===== config.mk =====
export PLATFORM = sky130hd
export DESIGN_NAME = pid_heater_duty_control_unit
export DESIGN_NICKNAME = d
export VERILOG_FILES = /design/src/hw/rtl/phdc_pkg.sv /design/src/hw/rtl/phdc_error_stage.sv /design/src/hw/rtl/pid_heater_duty_control_unit.sv
export SDC_FILE = /design/constraint.sdc
export NUM_CORES = 2
export LEC_CHECK = 0
export BUFFER_PORTS_ARGS = -buffer_cell sky130_fd_sc_hd__clkbuf_2
export CORE_MARGIN = 3
export CORE_UTILIZATION = 40
export DETAILED_ROUTE_END_ITERATION = 7
export PLACE_DENSITY = 0.53
export SLEW_MARGIN = 10
export SYNTH_ARGS = -nofsm -noshare
export SYNTH_HDL_FRONTEND = slang
export SYNTH_HIERARCHICAL = 1
export SYNTH_SLANG_ARGS = --single-unit

===== constraint.sdc =====
create_clock -name clk -period 8.9 [get_ports clk]
set_clock_uncertainty 0.2 [all_clocks]
set_input_delay 0.89 -clock clk [delete_from_list [all_inputs] [get_ports clk]]
set_output_delay 0.89 -clock clk [all_outputs]
set_load 0.02 [all_outputs]

===== src/hw/rtl/phdc_pkg.sv =====
// Shared types and constants for the PID heater duty controller.
// No dependencies; imported by phdc_error_stage and the top level.
`default_nettype none

package phdc_pkg;

  localparam int TARGET_W   = 13;
  localparam int MEASURED_W = 14;
  localparam int ERR_W      = 14;
  localparam int SUM_W      = 16;
  localparam int DERR_W     = 15;
  localparam int GAIN_W     = 16;
  localparam int LIMIT_W    = 15;
  localparam int DUTY_W     = 16;
  localparam int DUTY_SHIFT = 10;

  localparam logic [DUTY_W-1:0] DUTY_MAX = 16'd33333;

  typedef logic [1:0] reg_index_t;

  localparam reg_index_t REG_GAIN_P         = 2'd0;
  localparam reg_index_t REG_GAIN_I         = 2'd1;
  localparam reg_index_t REG_GAIN_D         = 2'd2;
  localparam reg_index_t REG_INTEGRAL_LIMIT = 2'd3;

  // Error terms of one request, handed from the error stage to the multipliers.
  typedef struct packed {
    logic                     en;
    logic signed [ERR_W-1:0]  err;
    logic signed [SUM_W-1:0]  sum;
    logic signed [DERR_W-1:0] derr;
  } err_terms_t;

endpackage

`default_nettype wire


===== src/hw/rtl/phdc_error_stage.sv =====
// Error, clamped integral and error difference; owns the integral and
// last-error state. Depends on phdc_pkg.
`default_nettype none

module phdc_error_stage (
  input  wire logic                              clk,
  input  wire logic                              rst,
  input  wire logic                              load,
  input  wire logic                              heat_enable,
  input  wire logic [phdc_pkg::TARGET_W-1:0]     target_temp,
  input  wire logic [phdc_pkg::MEASURED_W-1:0]   measured_temp,
  input  wire logic [phdc_pkg::LIMIT_W-1:0]      integral_limit,
  output phdc_pkg::err_terms_t                   terms
);
  import phdc_pkg::*;

  logic signed [SUM_W-1:0]  error_sum;
  logic signed [SUM_W-1:0]  error_sum_next;
  logic signed [ERR_W-1:0]  previous_error;
  logic signed [ERR_W-1:0]  err;
  logic signed [15:0]       err_wide;
  logic signed [16:0]       sum_wide;
  logic signed [16:0]       lim_pos;
  logic signed [16:0]       lim_neg;

  always_comb begin
    err_wide = $signed({3'b000, target_temp})
             - $signed({{2{measured_temp[MEASURED_W-1]}}, measured_temp});
    // saturate to the 14-bit error range
    if (err_wide > 16'sd8191) begin
      err = 14'sh1FFF;
    end else if (err_wide < -16'sd8192) begin
      err = 14'sh2000;
    end else begin
      err = err_wide[ERR_W-1:0];
    end

    sum_wide = {error_sum[SUM_W-1], error_sum} + {{3{err[ERR_W-1]}}, err};
    lim_pos  = $signed({2'b00, integral_limit});
    lim_neg  = -lim_pos;
    if (sum_wide > lim_pos) begin
      error_sum_next = lim_pos[SUM_W-1:0];
    end else if (sum_wide < lim_neg) begin
      error_sum_next = lim_neg[SUM_W-1:0];
    end else begin
      error_sum_next = sum_wide[SUM_W-1:0];
    end

    terms.en   = heat_enable;
    terms.err  = err;
    terms.sum  = error_sum_next;
    terms.derr = {err[ERR_W-1], err} - {previous_error[ERR_W-1], previous_error};
  end

  always_ff @(posedge clk) begin
    if (rst) begin
      error_sum      <= '0;
      previous_error <= '0;
    end else if (load) begin
      if (heat_enable) begin
        error_sum      <= error_sum_next;
        previous_error <= err;
      end else begin
        // heater off: drop the integral, hold the last error
        error_sum <= '0;
      end
    end
  end

  a_off_clears_sum: assert property (@(posedge clk) disable iff (rst)
    load && !heat_enable |=> error_sum == '0)
    else $error("integral not cleared with heater off");

  a_off_holds_last_err: assert property (@(posedge clk) disable iff (rst)
    load && !heat_enable |=> $stable(previous_error))
    else $error("last error changed with heater off");

  a_idle_holds_state: assert property (@(posedge clk) disable iff (rst)
    !load |=> $stable(error_sum) && $stable(previous_error))
    else $error("state changed without a request");

endmodule

`default_nettype wire


===== src/hw/rtl/pid_heater_duty_control_unit.sv =====
// PID heater duty controller: four-stage pipeline (input, error, multiply, sum).
// Throughput 1 request/cycle while the output is not stalled.
// Each stage holds its request while the next is full and stalled; bubbles collapse.
// The integral and last-error state update as a request leaves the input register.
// rst (synchronous) clears gains, limit, integral, last error and all valid bits.
`default_nettype none

module pid_heater_duty_control_unit (
  input  wire logic                              clk,
  input  wire logic                              rst,
  input  wire logic                              cfg_we,
  input  wire phdc_pkg::reg_index_t              cfg_index,
  input  wire logic [phdc_pkg::GAIN_W-1:0]       cfg_data,
  input  wire logic                              in_valid,
  output logic                                   in_stall,
  input  wire logic                              heat_enable,
  input  wire logic [phdc_pkg::TARGET_W-1:0]     target_temp,
  input  wire logic [phdc_pkg::MEASURED_W-1:0]   measured_temp,
  output logic                                   out_valid,
  input  wire logic                              out_stall,
  output logic [phdc_pkg::DUTY_W-1:0]            duty
);
  import phdc_pkg::*;

  logic [GAIN_W-1:0]  gain_p;
  logic [GAIN_W-1:0]  gain_i;
  logic [GAIN_W-1:0]  gain_d;
  logic [LIMIT_W-1:0] integral_limit;

  // stage 1: input register
  logic                  s1_valid;
  logic                  s1_en;
  logic [TARGET_W-1:0]   s1_target;
  logic [MEASURED_W-1:0] s1_measured;
  // stage 2: error terms
  logic                  s2_valid;
  err_terms_t            s2_terms;
  err_terms_t            terms_next;
  // stage 3: products
  logic                  s3_valid;
  logic                  s3_en;
  logic signed [30:0]    prod_p;
  logic signed [32:0]    prod_i;
  logic signed [31:0]    prod_d;
  logic signed [30:0]    prod_p_next;
  logic signed [32:0]    prod_i_next;
  logic signed [31:0]    prod_d_next;
  // stage 4: sum, shift, clamp
  logic signed [34:0]    total;
  logic [23:0]           shifted;
  logic [DUTY_W-1:0]     duty_next;

  logic ready1, ready2, ready3, ready4;

  assign ready4   = !out_valid || !out_stall;
  assign ready3   = !s3_valid || ready4;
  assign ready2   = !s2_valid || ready3;
  assign ready1   = !s1_valid || ready2;
  assign in_stall = !ready1;

  always_ff @(posedge clk) begin
    if (rst) begin
      gain_p         <= '0;
      gain_i         <= '0;
      gain_d         <= '0;
      integral_limit <= '0;
    end else if (cfg_we) begin
      unique case (cfg_index)
        REG_GAIN_P:         gain_p         <= cfg_data;
        REG_GAIN_I:         gain_i         <= cfg_data;
        REG_GAIN_D:         gain_d         <= cfg_data;
        REG_INTEGRAL_LIMIT: integral_limit <= cfg_data[LIMIT_W-1:0];
      endcase
    end
  end

  always_ff @(posedge clk) begin
    if (rst) begin
      s1_valid <= 1'b0;
    end else if (ready1) begin
      s1_valid <= in_valid;
    end
    if (in_valid && ready1) begin
      s1_en       <= heat_enable;
      s1_target   <= target_temp;
      s1_measured <= measured_temp;
    end
  end

  phdc_error_stage u_error_stage (
    .clk            (clk),
    .rst            (rst),
    .load           (s1_valid && ready2),
    .heat_enable    (s1_en),
    .target_temp    (s1_target),
    .measured_temp  (s1_measured),
    .integral_limit (integral_limit),
    .terms          (terms_next)
  );

  always_ff @(posedge clk) begin
    if (rst) begin
      s2_valid <= 1'b0;
    end else if (ready2) begin
      s2_valid <= s1_valid;
    end
    if (s1_valid && ready2) begin
      s2_terms <= terms_next;
    end
  end

  always_comb begin
    prod_p_next = 31'($signed({1'b0, gain_p})) * 31'(s2_terms.err);
    prod_i_next = 33'($signed({1'b0, gain_i})) * 33'(s2_terms.sum);
    prod_d_next = 32'($signed({1'b0, gain_d})) * 32'(s2_terms.derr);
  end

  always_ff @(posedge clk) begin
    if (rst) begin
      s3_valid <= 1'b0;
    end else if (ready3) begin
      s3_valid <= s2_valid;
    end
    if (s2_valid && ready3) begin
      s3_en  <= s2_terms.en;
      prod_p <= prod_p_next;
      prod_i <= prod_i_next;
      prod_d <= prod_d_next;
    end
  end

  always_comb begin
    total = {{4{prod_p[30]}}, prod_p} + {{2{prod_i[32]}}, prod_i}
          + {{3{prod_d[31]}}, prod_d};
    shifted = total[DUTY_SHIFT+23:DUTY_SHIFT];
    if (!s3_en || total[34]) begin
      duty_next = '0;
    end else if (shifted > {8'd0, DUTY_MAX}) begin
      duty_next = DUTY_MAX;
    end else begin
      duty_next = shifted[DUTY_W-1:0];
    end
  end

  always_ff @(posedge clk) begin
    if (rst) begin
      out_valid <= 1'b0;
    end else if (ready4) begin
      out_valid <= s3_valid;
    end
    if (s3_valid && ready4) begin
      duty <= duty_next;
    end
  end

  a_duty_in_range: assert property (@(posedge clk) disable iff (rst)
    out_valid |-> duty <= DUTY_MAX)
    else $error("duty above saturation limit");

  a_accept_when_empty: assert property (@(posedge clk) disable iff (rst)
    !s1_valid |-> !in_stall)
    else $error("input stalled with empty input register");

  a_off_gives_zero: assert property (@(posedge clk) disable iff (rst)
    s3_valid && ready4 && !s3_en |=> duty == '0)
    else $error("nonzero duty with heater off");

  a_no_loss: assert property (@(posedge clk) disable iff (rst)
    s3_valid && !ready4 |=> s3_valid && $stable(prod_p) && $stable(prod_i))
    else $error("product stage overwritten while stalled");

endmodule

`default_nettype wire


# Yosys cells after proc, flatten, opt, wreduce, memory -nomap -nowiden
# Cells that the tools add are included.
# totals
ff_bits,284
out_inout_bits,18
word_cells,69
# classes
n_addsub,6
n_mul,3
n_lt_le_gt_ge,5
eq_ne,3
n_mux,6
reduce_logical,23
# op_table
op,n
$mux W16,4
$add A34 B32 Y35,1
$add A31 B33 Y34,1
$mul A17 B16 Y33,1
$mul A17 B15 Y32,1
$mul A17 B14 Y31,1
$sub A14 B14 Y15,2
$mux W14,2
$gt A24 B16 Y1 const B,1
$add A16 B14 Y17,1
$gt A17 B16 Y1,1
$lt A17 B17 Y1,1
$neg A15 Y17,1
$gt A16 B14 Y1 const B,1
$lt A16 B14 Y1 const B,1
$reduce_and A2 Y1,5
$logic_not A1 Y1,7
$logic_or A1 B1 Y1,5
$eq A2 B2 Y1 const B,2
$logic_and A1 B1 Y1,4
$eq A2 B1 Y1 const B,1
$logic_not A2 Y1,1
$reduce_or A2 Y1,1

# Logic depth before layout (Yosys ltp)
# logic_depth
word_depth,9
mapped_depth,34
mapped_depth_nobuf,33

# By module
# The synthesis kept the hierarchy.
# by_module_without_submodules
mod,n_inst,cells_per_inst,area_each_um2,seq_area_each_um2
pid_heater_duty_control_unit,1,3568,34802.1,6956.7
phdc_error_stage,1,647,4745.8,600.6

# Least setup slack after synthesis
# No wires, ideal clock.
# synth_timing
path_kind,register -> register
start,register s1_target[0]
end,register u_error_stage.error_sum[1]
setup_ns,0.122
arrival_ns,6.363
required_time_ns,8.578
setup_slack_ns,2.215
stages_incl_launch_ff,30
path_buffers,1
period_less_slack_ns,6.685
cell_sequence,edfxtp_1 inv_1 ha_1 inv_1 fa_1 a21o_1 a21oi_1 o21ai_0 and4b_1 o21ai_0 nor4_1 a221oi_1 clkbuf_1 nand2_1 ha_1 nor2b_1 o31ai_1 a31oi_1 o21a_1 o21ai_0 nor3b_1 nor2_1 ha_1 a2111oi_0 a31oi_1 o211a_1 nor4_4 or2b_1 mux2_2 a22o_1
# synth_lines
item,line,rtl
from (decl),pid_heater_duty_control_unit.sv:33,logic [TARGET_W-1:0] s1_target;
from (signal assigned),pid_heater_duty_control_unit.sv:85,s1_target <= target_temp;
to (signal assigned),phdc_error_stage.sv:61,error_sum <= error_sum_next;
to (decl),phdc_error_stage.sv:17,logic signed [SUM_W-1:0] error_sum;

==> results_dict.tcl <==
set metrics [dict create \
    cp-start-kind "flop" \
    routabilityCongestion 0.867 \
    rsz_0062_raised_after_global_routing "no" \
    dr_total_vias 28000 \
    route.detailed.vias_per_inst 5.09 \
    groute.usage.overall_pct 21.4 \
    synth_seq_cells 284 \
    max_slew_margin_pct 30.1 \
    reg2reg_setup_slack_ns 0.95 \
    synthCells 4215 \
    type_of_the_worst_setup_path "flop to flop" \
    timing.setup.tns_ns 0 \
    postLayoutSetupSlackWorst_ns 0.946 \
    drt-total-wl_um 107000 \
    path_clk_slew_ns 0.06 \
    synth_to_layout_area_growth_pct 7.11 \
    number_of_cells_on_the_worst_reg_to_reg_path 30 \
    period_share_pct 89.4 \
    yosysTopAreaCellShare_pct 29.2 \
    worst_slew_pin_slew_ns 1.04 \
    yosysWarnings 6 \
    cts_buffers 36 \
    dieHeight_um 320 \
    ir_drop_mv 0.145 \
    antenna_left 0 \
    hold_path_class "flop to flop" \
    wire_length_of_the_first_global_routing_pass_um 171000 \
    number_of_flops_mapped_to_enable_cells_by_yosys 187 \
    status "finished, final reports clean" \
    post-cts-setup-buffer-count 0 \
    core-area_mm2 0.0974 \
    total_leakage_power_nw 20.4 \
    htree_levels 2 \
    timing.hold.worst.start "gain_d[7]$_SDFFE_PP0P_" \
    globalRouteOverflowTotal 0 \
    crit_fanout 7 \
    grt_max_degree 85 \
    hold_bufs_inserted_after_cts 0 \
    syn_area_mm2 0.0395 \
    postSynthAreaPerCell_um2 9.38 \
    synthFlopType "edfxtp_1" \
    timing.critical_path.slowest_cell_delay_ns 0.50 \
    post_cts_sizing_count 0 \
    setup_viol 0 \
    n_antenna_cell 0 \
    die-area_mm2 0.103 \
    yosysTopAreaCell "fa_1" \
    clk_path_buf_depth 3 \
    drc_errors 0 \
    first_pass_iters 5 \
    fmaxAchievable_ghz 0.126 \
    final_min_period_ns 7.95 \
    final_nets 5290 \
    chipWidth_um 320 \
    crit_top_cell "inv_1" \
    r2r-start "s1_target[0]$_DFFE_PP_" \
    max_cap_violations 0 \
    placementRows 114 \
    critical_path.slowest_cell "o31ai_1" \
    ys_top_cells_by_area "fa_1, ha_1, edfxtp_1, inv_1, and2_1" \
    yosys.cell_types.count 90 \
    required_ns 9.16 \
    worst_r2r_endpoint "u_error_stage/error_sum[1]$_SDFFE_PP0P_" \
    cts-root-buf "clkbuf_16" \
    hold_viol 0 \
    initial_antenna_violation_count 1 \
    critical_path.endpoint_type "flop" \
    layout_cell_share_with_drive_strength_beyond_1_pct 5.05 \
    postSynthNetCount 5297 \
    dpl_worst_slack_ns 0.980 \
    grt_pass1_vias 29500 \
    finalMaxSlewViolations 0 \
    post-dp-hpwl_um 85700 \
    clock_latency_ns 0.57 \
    io_buffer_count 68 \
    clock_sinks 284 \
    tritoncts_clock_tree "built" \
    cellPowerDensity_mw_per_mm2 162 \
    critPathLaunch "s1_target[0]$_DFFE_PP_" \
    synthArstFlopShare_pct 0 \
    drt_first_iter_violations 1706 \
    ios 69 \
    sequential_area_share_after_synthesis_pct 19.1 \
    average_wire_length_per_cell_after_detail_routing_um 19.4 \
    timing.critical_path.to "u_error_stage/error_sum[1]$_SDFFE_PP0P_" \
    arrival_time_worst_endpoint_ns 8.21 \
    synth.most_common_cell "inv_1" \
    initial_cell_density_of_the_core_pct 40.6 \
    synth.cells.most_frequent "inv_1, fa_1, nand2_1" \
]
==> worst min path at each step <==
stage                                           end  slack (ns)  depth (start not counted)
final                        gain_d[7]$_SDFFE_PP0P_        0.26                          2
after global routing         s1_target[9]$_DFFE_PP_        0.27                          1
after CTS                 s1_measured[11]$_DFFE_PP_        0.26                          1
after floorplan                     s3_en$_DFFE_PP_        0.20                          0
after global placement       gain_d[7]$_SDFFE_PP0P_        0.24                          2
after detailed placement     gain_d[7]$_SDFFE_PP0P_        0.26                          2
==> flip-flops by register name (all words and copies together), names as in the netlist, 13 cells and up <==
name / flops
gain_i: 16
s1_target: 13
s1_measured: 14
gain_p: 16
prod_i: 33
s2_terms: 46
prod_p: 31
prod_d: 32
u_error_stage/error_sum: 16
gain_d: 16
u_error_stage/previous_error: 14
integral_limit: 15
duty: 16
==> per-stage QoR <==
stage	util, %	power (mW)	hold slack, ns	cells	area [um^2]
2_1_floorplan	-	4.34	0.200	4215	39500
3_3_place_gp	42.3	5.40	0.245	5446	41200
3_5_place_dp	42.3	5.41	0.255	5446	41200
4_1_cts	43.5	6.91	0.261	5512	42400
5_1_grt	43.5	7.44	0.272	5512	42400
6_report	43.5	6.88	0.263	5512	42400
==> cell usage in the layout, fill, tap and decap left out, drive strengths merged, types with 16 or more instances in the layout <==
cell and n:
and3 20, buf 29, edfxtp 187, o21bai 29
a21oi 212, clkbuf 111, o31ai 20, inv 784
nor2b 23, xnor2 109, fa 576, nor3 40
xor2 30, o21ai 86, a21o 68, a211oi 18
a311oi 16, nand2b 48, dfxtp 97, and2 345
nor2 134, nand3 28, nand2 548, ha 455
==> where the power goes <==
part	internal [mW]	total (mW)	switching, mW
Clock	0.838	1.46	0.621
Sequential	1.61	1.90	0.291
Combinational	1.39	3.52	2.12
==> cell families (layout without fill, tap and decap cells) <==
| group | after synthesis | after routing | share of synthesized area (%) |
|---|---|---|---|
| AO/OA/AOI/OAI | 575 | 575 | 9.52 |
| XOR/XNOR | 139 | 139 | 3.08 |
| adder cells (fa/ha/maj) | 1031 | 1031 | 43.6 |
| buffers and inverters | 923 | 944 | 8.82 |
| flip-flops | 284 | 284 | 19.1 |
| multiplexers | 9 | 9 | 0.250 |
| AND/OR/NAND/NOR | 1254 | 1254 | 15.7 |
==> worst max-delay path, delay by kind of cell, from the launching register on <==
kind / cells / cell delay, ns
AOI/OAI and AO/OA: 12 / 3.13
adders and majority gates: 5 / 1.30
buffers and inverters: 4 / 0.32
DFF: 1 / 0.36
muxes: 1 / 0.39
and+or+nand+nor: 8 / 2.12
==> final cells by class <==
type / instances / area [um^2]
Fill cell: 9591 / 55100
Inverter: 781 / 2930
Clock buffer: 43 / 948
Timing Repair Buffer: 97 / 558
Clock inverter: 23 / 235
Sequential cell: 284 / 7560
Tap cell: 1276 / 1600
Multi-Input combinational cell: 3008 / 28500
==> per-layer routing <==
layer	GRT usage, %	vias to the layer above	wire length (um)
li1	-	13400	-
met1	31.5	13900	52500
met2	34.4	646	48000
met3	2.56	82	4960
met4	3.64	0	1670
met5	0	-	0
Note: power is estimated with default switching activity, not from simulation.
